## src/design/assert_macros.svh

```systemverilog
// Assertion macros used by the top-level design file.
`ifndef ASSERT_MACROS_SVH
`define ASSERT_MACROS_SVH

// Clocked property with asynchronous active-low reset masking.
`define ASSERT_AT(lbl, clk, rst_n, prop, msg) \
  lbl: assert property (@(posedge clk) disable iff (!rst_n) prop) else $error(msg);

// Same-cycle implication.
`define ASSERT_IMPL(lbl, clk, rst_n, pre, post, msg) \
  `ASSERT_AT(lbl, clk, rst_n, (pre) |-> (post), msg)

// Next-cycle implication.
`define ASSERT_NEXT(lbl, clk, rst_n, pre, post, msg) \
  `ASSERT_AT(lbl, clk, rst_n, (pre) |=> (post), msg)

`endif

```

## src/design/pdt_pkg.sv

```systemverilog
// Types and constants of the PD torque block.
package pdt_pkg;

  localparam int unsigned CfgIdxW  = 3;
  localparam int unsigned CfgDataW = 16;

  localparam logic [CfgIdxW-1:0] REG_POS_GAIN      = 3'd0;
  localparam logic [CfgIdxW-1:0] REG_VEL_GAIN      = 3'd1;
  localparam logic [CfgIdxW-1:0] REG_TORQUE_LIMIT  = 3'd2;
  localparam logic [CfgIdxW-1:0] REG_PD_ENABLE     = 3'd3;
  localparam logic [CfgIdxW-1:0] REG_STEP_LIMIT_ON = 3'd4;
  localparam logic [CfgIdxW-1:0] REG_STEP_LIMIT    = 3'd5;
  localparam logic [CfgIdxW-1:0] REG_FILTER_ALPHA  = 3'd6;

  localparam logic [14:0] TORQUE_LIMIT_RST = 15'd25600;
  localparam logic [14:0] STEP_LIMIT_RST   = 15'd32767;
  localparam logic [15:0] FILTER_ALPHA_RST = 16'hFFFF;

  typedef struct packed {
    logic signed [15:0] target_pos;
    logic signed [15:0] measured_pos;
    logic signed [15:0] target_vel;
    logic signed [15:0] measured_vel;
    logic signed [15:0] feedforward_torque;
  } in_t;

  typedef struct packed {
    logic signed [15:0] drive_torque;
    logic               clamped;
  } out_t;

  typedef struct packed {
    logic [15:0] pos_gain;
    logic [15:0] vel_gain;
    logic [14:0] torque_limit;
    logic        pd_enable;
    logic        step_limit_on;
    logic [14:0] step_limit;
    logic [15:0] filter_alpha;
  } cfg_t;

  // Controller to datapath commands.
  typedef struct packed {
    logic load_in;
    logic mul_pos;
    logic mul_vel;
    logic form_x;
    logic mul_filt;
    logic upd_filt;
    logic load_out;
  } cmd_t;

  // Datapath to controller status.
  typedef struct packed {
    logic out_blocked;
  } sts_t;

endpackage

```

## src/design/pdt_ctrl.sv

```systemverilog
// Sequencer for the input load, the shared multiplier, the filter update and the output register.
module pdt_ctrl (
  input  logic          clk_i,
  input  logic          rst_ni,
  input  logic          in_valid_i,
  output logic          in_stall_o,
  input  pdt_pkg::sts_t sts_i,
  output pdt_pkg::cmd_t cmd_o
);

  localparam logic [2:0] S_IDLE = 3'd0;
  localparam logic [2:0] S_POS  = 3'd1;
  localparam logic [2:0] S_VEL  = 3'd2;
  localparam logic [2:0] S_SUM  = 3'd3;
  localparam logic [2:0] S_FILT = 3'd4;
  localparam logic [2:0] S_UPD  = 3'd5;
  localparam logic [2:0] S_OUT  = 3'd6;

  logic [2:0] state_q, state_d;

  always_comb begin
    state_d = state_q;
    cmd_o   = '0;
    case (state_q)
      S_IDLE: begin
        if (in_valid_i) begin
          cmd_o.load_in = 1'b1;
          state_d       = S_POS;
        end
      end
      S_POS: begin
        cmd_o.mul_pos = 1'b1;
        state_d       = S_VEL;
      end
      S_VEL: begin
        cmd_o.mul_vel = 1'b1;
        state_d       = S_SUM;
      end
      S_SUM: begin
        cmd_o.form_x = 1'b1;
        state_d      = S_FILT;
      end
      S_FILT: begin
        cmd_o.mul_filt = 1'b1;
        state_d        = S_UPD;
      end
      S_UPD: begin
        cmd_o.upd_filt = 1'b1;
        state_d        = S_OUT;
      end
      S_OUT: begin
        // hold until the previous word has left the output register
        if (!sts_i.out_blocked) begin
          cmd_o.load_out = 1'b1;
          state_d        = S_IDLE;
        end
      end
      default: state_d = S_IDLE;
    endcase
  end

  assign in_stall_o = (state_q != S_IDLE);

  always_ff @(posedge clk_i or negedge rst_ni) begin
    if (!rst_ni) begin
      state_q <= S_IDLE;
    end else begin
      state_q <= state_d;
    end
  end

endmodule

```

## src/design/pdt_dp.sv

```systemverilog
// Datapath: step limit, shared multiplier, low-pass filter, output clamp.
module pdt_dp (
  input  logic          clk_i,
  input  logic          rst_ni,
  input  pdt_pkg::cfg_t cfg_i,
  input  pdt_pkg::cmd_t cmd_i,
  output pdt_pkg::sts_t sts_o,
  input  pdt_pkg::in_t  in_data_i,
  output logic          out_valid_o,
  input  logic          out_stall_i,
  output pdt_pkg::out_t out_data_o
);

  // state
  logic signed [31:0] y_q, y_d;
  logic signed [15:0] last_q;

  // per-word payload
  logic signed [15:0] cmd_pos_q;
  logic signed [15:0] mpos_q;
  logic signed [16:0] verr_q;
  logic signed [15:0] ff_q;
  logic signed [49:0] prod_q;
  logic signed [33:0] pt_q;
  logic signed [31:0] x_q;
  logic               out_valid_q;
  pdt_pkg::out_t      out_q;

  // commanded position
  logic signed [16:0] delta, delta_sel, lim17, cmd17;
  logic        [16:0] delta_mag;

  always_comb begin
    lim17     = signed'({2'b00, cfg_i.step_limit});
    delta     = 17'(in_data_i.target_pos) - 17'(last_q);
    delta_mag = delta[16] ? 17'(-delta) : 17'(delta);
    delta_sel = delta;
    if (cfg_i.step_limit_on && (delta_mag >= 17'(lim17))) begin
      delta_sel = delta[16] ? -lim17 : lim17;
    end
    cmd17 = (cfg_i.step_limit_on ? 17'(last_q) + delta_sel : 17'(in_data_i.target_pos));
  end

  // shared multiplier
  logic signed [32:0] mul_a;
  logic signed [16:0] mul_b;
  logic signed [49:0] prod;

  always_comb begin
    if (cmd_i.mul_pos) begin
      mul_a = 33'(17'(cmd_pos_q) - 17'(mpos_q));
      mul_b = signed'({1'b0, cfg_i.pos_gain});
    end else if (cmd_i.mul_vel) begin
      mul_a = 33'(verr_q);
      mul_b = signed'({1'b0, cfg_i.vel_gain});
    end else begin
      mul_a = 33'(x_q) - 33'(y_q);
      mul_b = signed'({1'b0, cfg_i.filter_alpha});
    end
    prod = 50'(mul_a) * 50'(mul_b);
  end

  // PD sum and filter input, floor of sum / 2^14
  logic signed [38:0] pd_sum;
  assign pd_sum = 39'(pt_q) + signed'({prod_q[34:0], 4'b0000});

  // filter increment, rounded half up
  logic signed [49:0] rnd;
  assign rnd = prod_q + 50'sd32768;
  assign y_d = y_q + 32'(rnd[49:16]);

  // feedforward and clamp
  logic signed [32:0] tsum;
  logic        [32:0] tmag, tlim;
  logic signed [15:0] lim16;
  logic               clip;

  always_comb begin
    tsum  = 33'(y_q) + 33'(ff_q);
    tmag  = tsum[32] ? 33'(-tsum) : 33'(tsum);
    tlim  = {18'd0, cfg_i.torque_limit};
    lim16 = signed'({1'b0, cfg_i.torque_limit});
    clip  = (tmag >= tlim);
  end

  always_ff @(posedge clk_i) begin
    if (cmd_i.load_in) begin
      cmd_pos_q <= cmd17[15:0];
      mpos_q    <= in_data_i.measured_pos;
      verr_q    <= 17'(in_data_i.target_vel) - 17'(in_data_i.measured_vel);
      ff_q      <= in_data_i.feedforward_torque;
    end
    if (cmd_i.mul_pos || cmd_i.mul_vel || cmd_i.mul_filt) begin
      prod_q <= prod;
    end
    if (cmd_i.mul_vel) begin
      pt_q <= prod_q[33:0];
    end
    if (cmd_i.form_x) begin
      x_q <= cfg_i.pd_enable ? 32'(signed'(pd_sum[38:14])) : 32'sd0;
    end
    if (cmd_i.load_out) begin
      out_q.clamped      <= clip;
      out_q.drive_torque <= clip ? (tsum[32] ? -lim16 : lim16) : tsum[15:0];
    end
  end

  always_ff @(posedge clk_i or negedge rst_ni) begin
    if (!rst_ni) begin
      y_q         <= '0;
      last_q      <= '0;
      out_valid_q <= 1'b0;
    end else begin
      if (cmd_i.load_in) begin
        last_q <= cmd17[15:0];
      end
      if (cmd_i.upd_filt) begin
        y_q <= y_d;
      end
      if (cmd_i.load_out) begin
        out_valid_q <= 1'b1;
      end else if (!out_stall_i) begin
        out_valid_q <= 1'b0;
      end
    end
  end

  assign sts_o.out_blocked = out_valid_q && out_stall_i;
  assign out_valid_o       = out_valid_q;
  assign out_data_o        = out_q;

endmodule

```

## src/design/pd_torque_with_filter_and_limits.sv

```systemverilog
// PD torque step with feedforward, output filter and limits: top level.
//
// Input channel (in_valid_i / in_stall_o / in_data_i): one word per control
// step with target and measured position and velocity plus feedforward.
// Output channel (out_valid_o / out_stall_i / out_data_o): one word per input
// word, the clamped drive torque and a flag set when the limit was reached.
// Configuration: cfg_we_i writes cfg_wdata_i into the register at cfg_idx_i;
// write only while no word is in flight. Indexes beyond the list are ignored.
// Steps in turn: input register on acceptance, position product, velocity
// product, PD sum, filter product, filter update, output load. The gain and
// filter products all go through one shared multiplier, and in_stall_o
// stays high until the result enters the output register.
// Reset clears the filter level and last commanded position to zero and
// loads the register defaults. When the receiver stalls, the result waits in
// the output register; a new word can be accepted and worked on meanwhile,
// and it holds in its last step until that register is free.
`include "assert_macros.svh"

module pd_torque_with_filter_and_limits (
  input  logic                           clk_i,
  input  logic                           rst_ni,
  input  logic                           cfg_we_i,
  input  logic [pdt_pkg::CfgIdxW-1:0]    cfg_idx_i,
  input  logic [pdt_pkg::CfgDataW-1:0]   cfg_wdata_i,
  input  logic                           in_valid_i,
  output logic                           in_stall_o,
  input  pdt_pkg::in_t                   in_data_i,
  output logic                           out_valid_o,
  input  logic                           out_stall_i,
  output pdt_pkg::out_t                  out_data_o
);

  pdt_pkg::cfg_t cfg_q;
  pdt_pkg::cmd_t cmd;
  pdt_pkg::sts_t sts;

  always_ff @(posedge clk_i or negedge rst_ni) begin
    if (!rst_ni) begin
      cfg_q.pos_gain      <= '0;
      cfg_q.vel_gain      <= '0;
      cfg_q.torque_limit  <= pdt_pkg::TORQUE_LIMIT_RST;
      cfg_q.pd_enable     <= 1'b1;
      cfg_q.step_limit_on <= 1'b0;
      cfg_q.step_limit    <= pdt_pkg::STEP_LIMIT_RST;
      cfg_q.filter_alpha  <= pdt_pkg::FILTER_ALPHA_RST;
    end else if (cfg_we_i) begin
      case (cfg_idx_i)
        pdt_pkg::REG_POS_GAIN:      cfg_q.pos_gain      <= cfg_wdata_i;
        pdt_pkg::REG_VEL_GAIN:      cfg_q.vel_gain      <= cfg_wdata_i;
        pdt_pkg::REG_TORQUE_LIMIT:  cfg_q.torque_limit  <= cfg_wdata_i[14:0];
        pdt_pkg::REG_PD_ENABLE:     cfg_q.pd_enable     <= cfg_wdata_i[0];
        pdt_pkg::REG_STEP_LIMIT_ON: cfg_q.step_limit_on <= cfg_wdata_i[0];
        pdt_pkg::REG_STEP_LIMIT:    cfg_q.step_limit    <= cfg_wdata_i[14:0];
        pdt_pkg::REG_FILTER_ALPHA:  cfg_q.filter_alpha  <= cfg_wdata_i;
        default: ;
      endcase
    end
  end

  pdt_ctrl u_ctrl (
    .clk_i      (clk_i),
    .rst_ni     (rst_ni),
    .in_valid_i (in_valid_i),
    .in_stall_o (in_stall_o),
    .sts_i      (sts),
    .cmd_o      (cmd)
  );

  pdt_dp u_dp (
    .clk_i       (clk_i),
    .rst_ni      (rst_ni),
    .cfg_i       (cfg_q),
    .cmd_i       (cmd),
    .sts_o       (sts),
    .in_data_i   (in_data_i),
    .out_valid_o (out_valid_o),
    .out_stall_i (out_stall_i),
    .out_data_o  (out_data_o)
  );

  // magnitude checks on the delivered word
  logic [16:0] lim_p, lim_n, drv, drv_mag;
  assign lim_p   = {2'b00, cfg_q.torque_limit};
  assign lim_n   = 17'(-lim_p);
  assign drv     = 17'(out_data_o.drive_torque);
  assign drv_mag = drv[16] ? 17'(-drv) : drv;

  `ASSERT_NEXT(a_busy_after_accept, clk_i, rst_ni, in_valid_i && !in_stall_o, in_stall_o, "accepted word did not block input")
  `ASSERT_IMPL(a_clamp_at_limit, clk_i, rst_ni, out_valid_o && out_data_o.clamped, (drv == lim_p) || (drv == lim_n), "clamped word not at limit")
  `ASSERT_IMPL(a_below_limit, clk_i, rst_ni, out_valid_o && !out_data_o.clamped, drv_mag < lim_p, "unclamped word at or over limit")

endmodule
```

## config.mk

```make
export PLATFORM = sky130hd
export DESIGN_NAME = pd_torque_with_filter_and_limits
export DESIGN_NICKNAME = d
export VERILOG_FILES = /design/src/design/pdt_pkg.sv /design/src/design/pdt_ctrl.sv /design/src/design/pdt_dp.sv /design/src/design/pd_torque_with_filter_and_limits.sv
export VERILOG_INCLUDE_DIRS = /design/src /design/src/design
export SDC_FILE = /design/constraint.sdc
export NUM_CORES = 2
export LEC_CHECK = 0
export ABC_AREA = 1
export BUFFER_PORTS_ARGS = -buffer_cell sky130_fd_sc_hd__clkbuf_2
export CAP_MARGIN = 20
export CORE_MARGIN = 2
export CORE_UTILIZATION = 53
export CTS_BUF_LIST = sky130_fd_sc_hd__clkbuf_4
export CTS_CLUSTER_DIAMETER = 150
export DETAILED_ROUTE_END_ITERATION = 10
export GPL_TIMING_DRIVEN = 0
export PLACE_DENSITY = 0.69
export SYNTH_ARGS = -nofsm -noshare
export SYNTH_HDL_FRONTEND = slang
export SYNTH_SLANG_ARGS = --single-unit
```

## constraint.sdc

```tcl
create_clock -name clk_i -period 9.6 [get_ports clk_i]
set_input_delay 0.96 -clock clk_i [delete_from_list [all_inputs] [get_ports clk_i]]
set_output_delay 0.96 -clock clk_i [all_outputs]
set_load 0.1 [all_outputs]
```

# --- After elaboration in Yosys (flattened, before gate mapping) ---
# Cells that the tools add are included.
word_totals:
  wordCells: 91
  regBits: 321
classes:
  n_addsub: 13
  mul: 1
  magnitude_cmp: 2
  mux: 25
  reduce_logical: 15
  n_eq_ne: 15
op_table:
  columns: ["op", "count"]
  rows:
  - ["two-way mux 16 bit", 7]
  - ["two-way mux 33 bit", 3]
  - ["subtractor 16 x 16 -> 17 bit", 3]
  - ["adder 48 x 17 -> 48 bit (second input constant)", 1]
  - ["multiplier 33 x 17 -> 48 bit", 1]
  - ["adder 34 x 39 -> 39 bit", 1]
  - ["adder 32 x 16 -> 33 bit", 1]
  - [">= comparator 33 x 15 -> 1 bit", 1]
  - ["negation 33 bit", 1]
  - ["subtractor 25 x 32 -> 33 bit", 1]
  - ["adder 32 bit", 1]
  - ["negation 15 -> 16 bit", 2]
  - ["case mux 3 bit (7 select lines)", 1]
  - ["equality test 3 bit (second input constant)", 6]
  - [">= comparator 17 x 15 -> 1 bit", 1]
  - ["two-way mux 17 bit", 1]
  - ["negation 17 bit", 1]
  - ["adder 16 bit", 1]
  - ["AND reduction 2 bit", 8]
  - ["equality test 3 x 2 -> 1 bit (second input constant)", 4]
  - ["two-way mux 1 bit", 11]
  - ["equality test 3 x 1 -> 1 bit (second input constant)", 2]
  - ["zero test 3 bit", 2]
  - ["two-way mux 3 bit", 2]
  - ["other kinds (5)", 8]

# --- Longest topological paths before layout ---
depth:
  word_depth: 8
  ltp_mapped: 49

# --- Hierarchy ---
# Synthesis repeated with hierarchy kept, for this count alone.
hier_totals:
  cells_unflattened: 5600
  hier_area_um2: 43254.0
modules_own_cells:
  columns: ["module", "seq_area_each_um2", "n_inst", "cells_each", "area_each_um2"]
  rows:
  - ["pdt_dp", 6781.5, 1, 5215, 39780.7]
  - ["pd_torque_with_filter_and_limits", 2045.7, 1, 357, 3293.2]
  - ["pdt_ctrl", 75.1, 1, 28, 180.2]

# --- Worst setup path before layout ---
# No wires, ideal clock.
synth_path:
  path_kind: "register to register"
  start: "register u_dp.cmd_pos_q[0]"
  end: "register u_dp.prod_q[47], data pin"
  synth_period_minus_slack_ns: 8.225
  path_buffers: 2
  arrival_time_ns: 7.957
  slack_ns: 1.375
  path_stages_with_launch: 39
  path_cell_list: "edfxtp_1 inv_1 ha_1 fa_1 nor2_1 o21a_1 nor2_1 o21ai_1 a21boi_0 o21ai_1 a21boi_0 o21ai_1 nand2_1 nand2_1 a21oi_2 buf_4 nand2_2 nor2_1 [... 3 more ...] fa_1 clkbuf_1 inv_1 or2_2 nand2_1 xor2_1 fa_1 fa_1 inv_1 fa_1 inv_1 ha_1 nand2_1 o21ai_0 a21oi_1 nand2_1 a31oi_1 xnor3_1"
synth_via:
  elab_chain_cells: 3
synth_rtl:
  columns: ["element", "line_no", "source"]
  rows:
  - ["start, declared", "pdt_dp.sv:19", "logic signed [15:0] cmd_pos_q;"]
  - ["start signal, assigned", "pdt_dp.sv:88", "cmd_pos_q <= cmd17[15:0];"]
  - ["subtractor 16 x 16 -> 17 bit", "pdt_dp.sv:51", "mul_a = 33'(17'(cmd_pos_q) - 17'(mpos_q));"]
  - ["two-way mux 33 bit", "pdt_dp.sv:50", "if (cmd_i.mul_pos) begin"]
  - ["multiplier 33 x 17 -> 48 bit", "pdt_dp.sv:60", "prod = 50'(mul_a) * 50'(mul_b);"]
  - ["net u_dp.prod[47]", "pdt_dp.sv:47", "logic signed [49:0] prod;"]
  - ["end signal, assigned", "pdt_dp.sv:94", "prod_q <= prod;"]
  - ["end, declared", "pdt_dp.sv:23", "logic signed [49:0] prod_q;"]
# The timed path passes the listed nets, and every way through them passes these cells.
# A chain may end at the register's enable or synchronous reset.

# --- Worst setup path in the final report ---
layout_path:
  start: "register u_dp.mpos_q[0]"
  end: "register u_dp.prod_q[47], data pin"
layout_via:
  elab_chain_cells: 3
layout_rtl:
  columns: ["element", "line_no", "source"]
  rows:
  - ["start, declared", "pdt_dp.sv:20", "logic signed [15:0] mpos_q;"]
  - ["start signal, assigned", "pdt_dp.sv:89", "mpos_q <= in_data_i.measured_pos;"]
  - ["subtractor 16 x 16 -> 17 bit", "pdt_dp.sv:51", null]
  - ["two-way mux 33 bit", "pdt_dp.sv:50", null]
  - ["multiplier 33 x 17 -> 48 bit", "pdt_dp.sv:60", null]
  - ["net u_dp.prod[47]", "pdt_dp.sv:47", null]
# The timed path passes the listed nets, and every way through them passes these cells.

==> impl_metrics.json <==
{
  "status": "finished, final reports clean",
  "clockBufferDepth": 3,
  "hold_violations": 0,
  "dp_slack_ns": -0.748,
  "max_freq_mhz": 107,
  "synthArstFlopShare_pct": 41.6,
  "antenna_found_initial": 1,
  "vias_per_cell": 5.45,
  "place_hpwl_mm": 111,
  "crit_top_cell": "fa_1",
  "core_um2": 81700,
  "cts_tree": "built",
  "area_growth_pct": 8.56,
  "cts_made_buffers": 90,
  "dieArea_um2": 84500,
  "die_h_um": 291,
  "ys_warn_count": 0,
  "syn_area_per_cell_um2": 7.65,
  "first_global_vias": 37900,
  "max_slew_margin_pct": 18.9,
  "dpl.cell_count": 6900,
  "r2r_cells": 36,
  "path_max_fanout": 10,
  "final_cell_mix": "1251 x nand2_1, 1158 x inv_1, 503 x nor2_1, 492 x fa_1, 340 x ha_1",
  "grt_pass1_wl_mm": 210,
  "critPathLaunchType": "flip-flop",
  "grt_max_degree": 109,
  "portBuffers": 122,
  "gp_congestion": 0.985,
  "dominantRegCellSynth": "edfxtp_1",
  "ant_nets": 0,
  "ys_top_cells_by_area": "fa_1 23%, edfxtp_1 13%, nand2_1 11%, inv_1 10%, ha_1 9.8%",
  "start_util_pct": 53.3,
  "clkSinkCount": 317,
  "synth_edf_count": 185,
  "layout_commonest_cell": "nand2_1",
  "cp_slowest_cell": "fa_1",
  "htreeDepth": 3,
  "tightest_slew_ns": 1.22,
  "final_cell_area_um2": 47300,
  "grt_overflow_total": 0,
  "syn_area_um2": 43600,
  "finalCritPeriodShare_pct": 97.2,
  "holdWs_ns": 0.282,
  "drt_iter0_drc": 3363,
  "drc_errors": 0,
  "fp.dieW_um": 291,
  "arrival_ns": 9.94,
  "maxSlewViolCount": 0,
  "yosysSeqAreaShare_pct": 20.4,
  "post_dp_cell_area_um2": 45700,
  "holdCritPathClass": "input port to flip-flop",
  "yosysUniqueCellTypes": 60,
  "synth_top_area_share_pct": 22.7,
  "insertion_delay_ns": 0.88,
  "drive_above_1_share_pct": 8.47,
  "synth_fp_nets": 6634,
  "reg2reg_to": "u_dp.prod_q[47]$_DFFE_PP_",
  "instances_no_fill": 7072,
  "crit_type": "flip-flop to flip-flop",
  "min_to": "u_dp.ff_q[13]$_DFFE_PP_",
  "grt_usage_pct": 32.1,
  "ys_seq_elements": 317,
  "period_needed_ns": 9.33,
  "post_drt_wl_per_cell_um": 19.0,
  "drv_cap": 0,
  "clk_pin_slew_ns": 0.07,
  "setup_viol": 0,
  "dr.pass1.iters": 7,
  "rr_startpoint": "u_dp.mpos_q[0]$_DFFE_PP_",
  "yosys.area.top_type": "fa_1",
  "nets": 6868,
  "regToRegSetupSlack_ns": 0.27,
  "fin_skew_ns": 0.0698,
  "rows": 105,
  "hold_start": "in_data_i[13]",
  "cp-end-kind": "flip-flop",
  "setup_ws_ns": 0.273,
  "io_pins": 123,
  "max_stage_delay_ns": 0.58,
  "holdPathStages": 1,
  "n_fill_cell": 7770,
  "vias": 38500,
  "worstPathRequired_ns": 10.21,
  "wl_mm": 135,
  "synthCells": 5697,
  "root_buffer": "clkbuf_4"
}
-- metrics by stage --
stage / utilization [%] / setup TNS (ns)
finish: 57.9 / 0
global placement: 55.7 / -11.91
floorplan: - / 0
detailed placement: 56.0 / -6.37
CTS: 57.5 / 0
global route: 57.9 / -0.0166
-- state kept, by name, summed over array words and instances (netlist names), 17 cells and up --
register	flops
u_dp.out_data_o	17
u_dp.x_q	25
u_dp.y_q	32
u_dp.pt_q	30
u_dp.verr_q	17
u_dp.prod_q	48
cfg_q	80
-- area by class of cell --
cell class | instances | area [um2] | share of cell area, %
Multi-Input combinational cell | 4066 | 29900 | 63.3
Sequential cell | 317 | 8900 | 18.8
Inverter | 1196 | 4520 | 9.57
Tap cell | 1070 | 1340 | 2.83
Clock buffer | 124 | 931 | 1.97
Timing Repair Buffer | 148 | 923 | 1.95
Buffer | 112 | 475 | 1.01
Clock inverter | 38 | 265 | 0.561
Antenna cell | 1 | 2.50 | 0.00529
-- worst max-delay path: cells and delay by family, from the launching register on --
family | cells | cell delay [ns]
fa+ha+maj | 9 | 4.19
simple gates | 7 | 0.99
compound gates | 12 | 2.27
buf+inv | 7 | 0.81
flops | 1 | 0.43
xor+xnor | 1 | 0.40
-- how the worst max path moves through the flow --
stage	slack [ns]	start	cells past startpoint	to
after floorplan	1.38	u_dp.cmd_pos_q[0]$_DFFE_PP_	38	u_dp.prod_q[47]$_DFFE_PP_
after global placement	-0.98	u_ctrl.state_q[0]$_DFFE_PN0P_	32	u_dp.prod_q[33]$_DFFE_PP_
after detailed placement	-0.75	u_dp.y_q[1]$_DFFE_PN0N_	40	u_dp.prod_q[42]$_DFFE_PP_
after CTS	0.01	u_dp.mpos_q[0]$_DFFE_PP_	34	u_dp.prod_q[47]$_DFFE_PP_
after global routing	-0.01	u_dp.mpos_q[2]$_DFFE_PP_	38	u_dp.prod_q[33]$_DFFE_PP_
final	0.27	u_dp.mpos_q[0]$_DFFE_PP_	36	u_dp.prod_q[47]$_DFFE_PP_
-- cells by family (layout without fill, tap and decap cells) --
kind of cell | after synthesis | after routing | synth area share (%)
and+or+nand+nor | 2224 | 2224 | 21.2
muxes | 1 | 1 | 0.0230
adders and majority gates | 833 | 833 | 32.4
other | 0 | 1 | 0
AOI/OAI and AO/OA | 770 | 770 | 9.67
xor gates and xnor gates | 238 | 238 | 4.83
buffers and inverters | 1314 | 1618 | 11.4
DFF | 317 | 317 | 20.4
-- synth_stat cells, drive strengths merged, types with 15 or more instances --
| cell type | n |
|---|---|
| o21ai | 327 |
| dfrtp | 97 |
| edfxtp | 185 |
| nand4 | 85 |
| a31oi | 29 |
| ha | 340 |
| dfstp | 35 |
| nand2 | 1301 |
| nand3 | 222 |
| o21bai | 22 |
| xnor2 | 71 |
| a21oi | 308 |
| buf | 15 |
| nor2 | 529 |
| xor2 | 166 |
| nor3 | 45 |
| fa | 493 |
| inv | 1182 |
| clkbuf | 103 |
-- timing repair --
action                                 in CTS  in global routing
pin swaps                                   0                  4
setup endpoints to repair                  18                 21
buffers inserted                            0                 14
gates resized for setup                    27                 80
hold buffers                                1                  0
endpoints found under the hold margin      17                  0
-- layer usage --
metal / track usage [%] / vias up / share of wire [%]
li1: - / 18400 / -
met1: 41.7 / 18300 / 41
met2: 51.4 / 1502 / 45
met3: 8.06 / 300 / 9.1
met4: 12.8 / 0 / 4.7
met5: 0 / - / 0
Power is left out: the tool's default activity adds up to more than one toggle a clock period on the data nets, which glitch-free logic cannot reach.
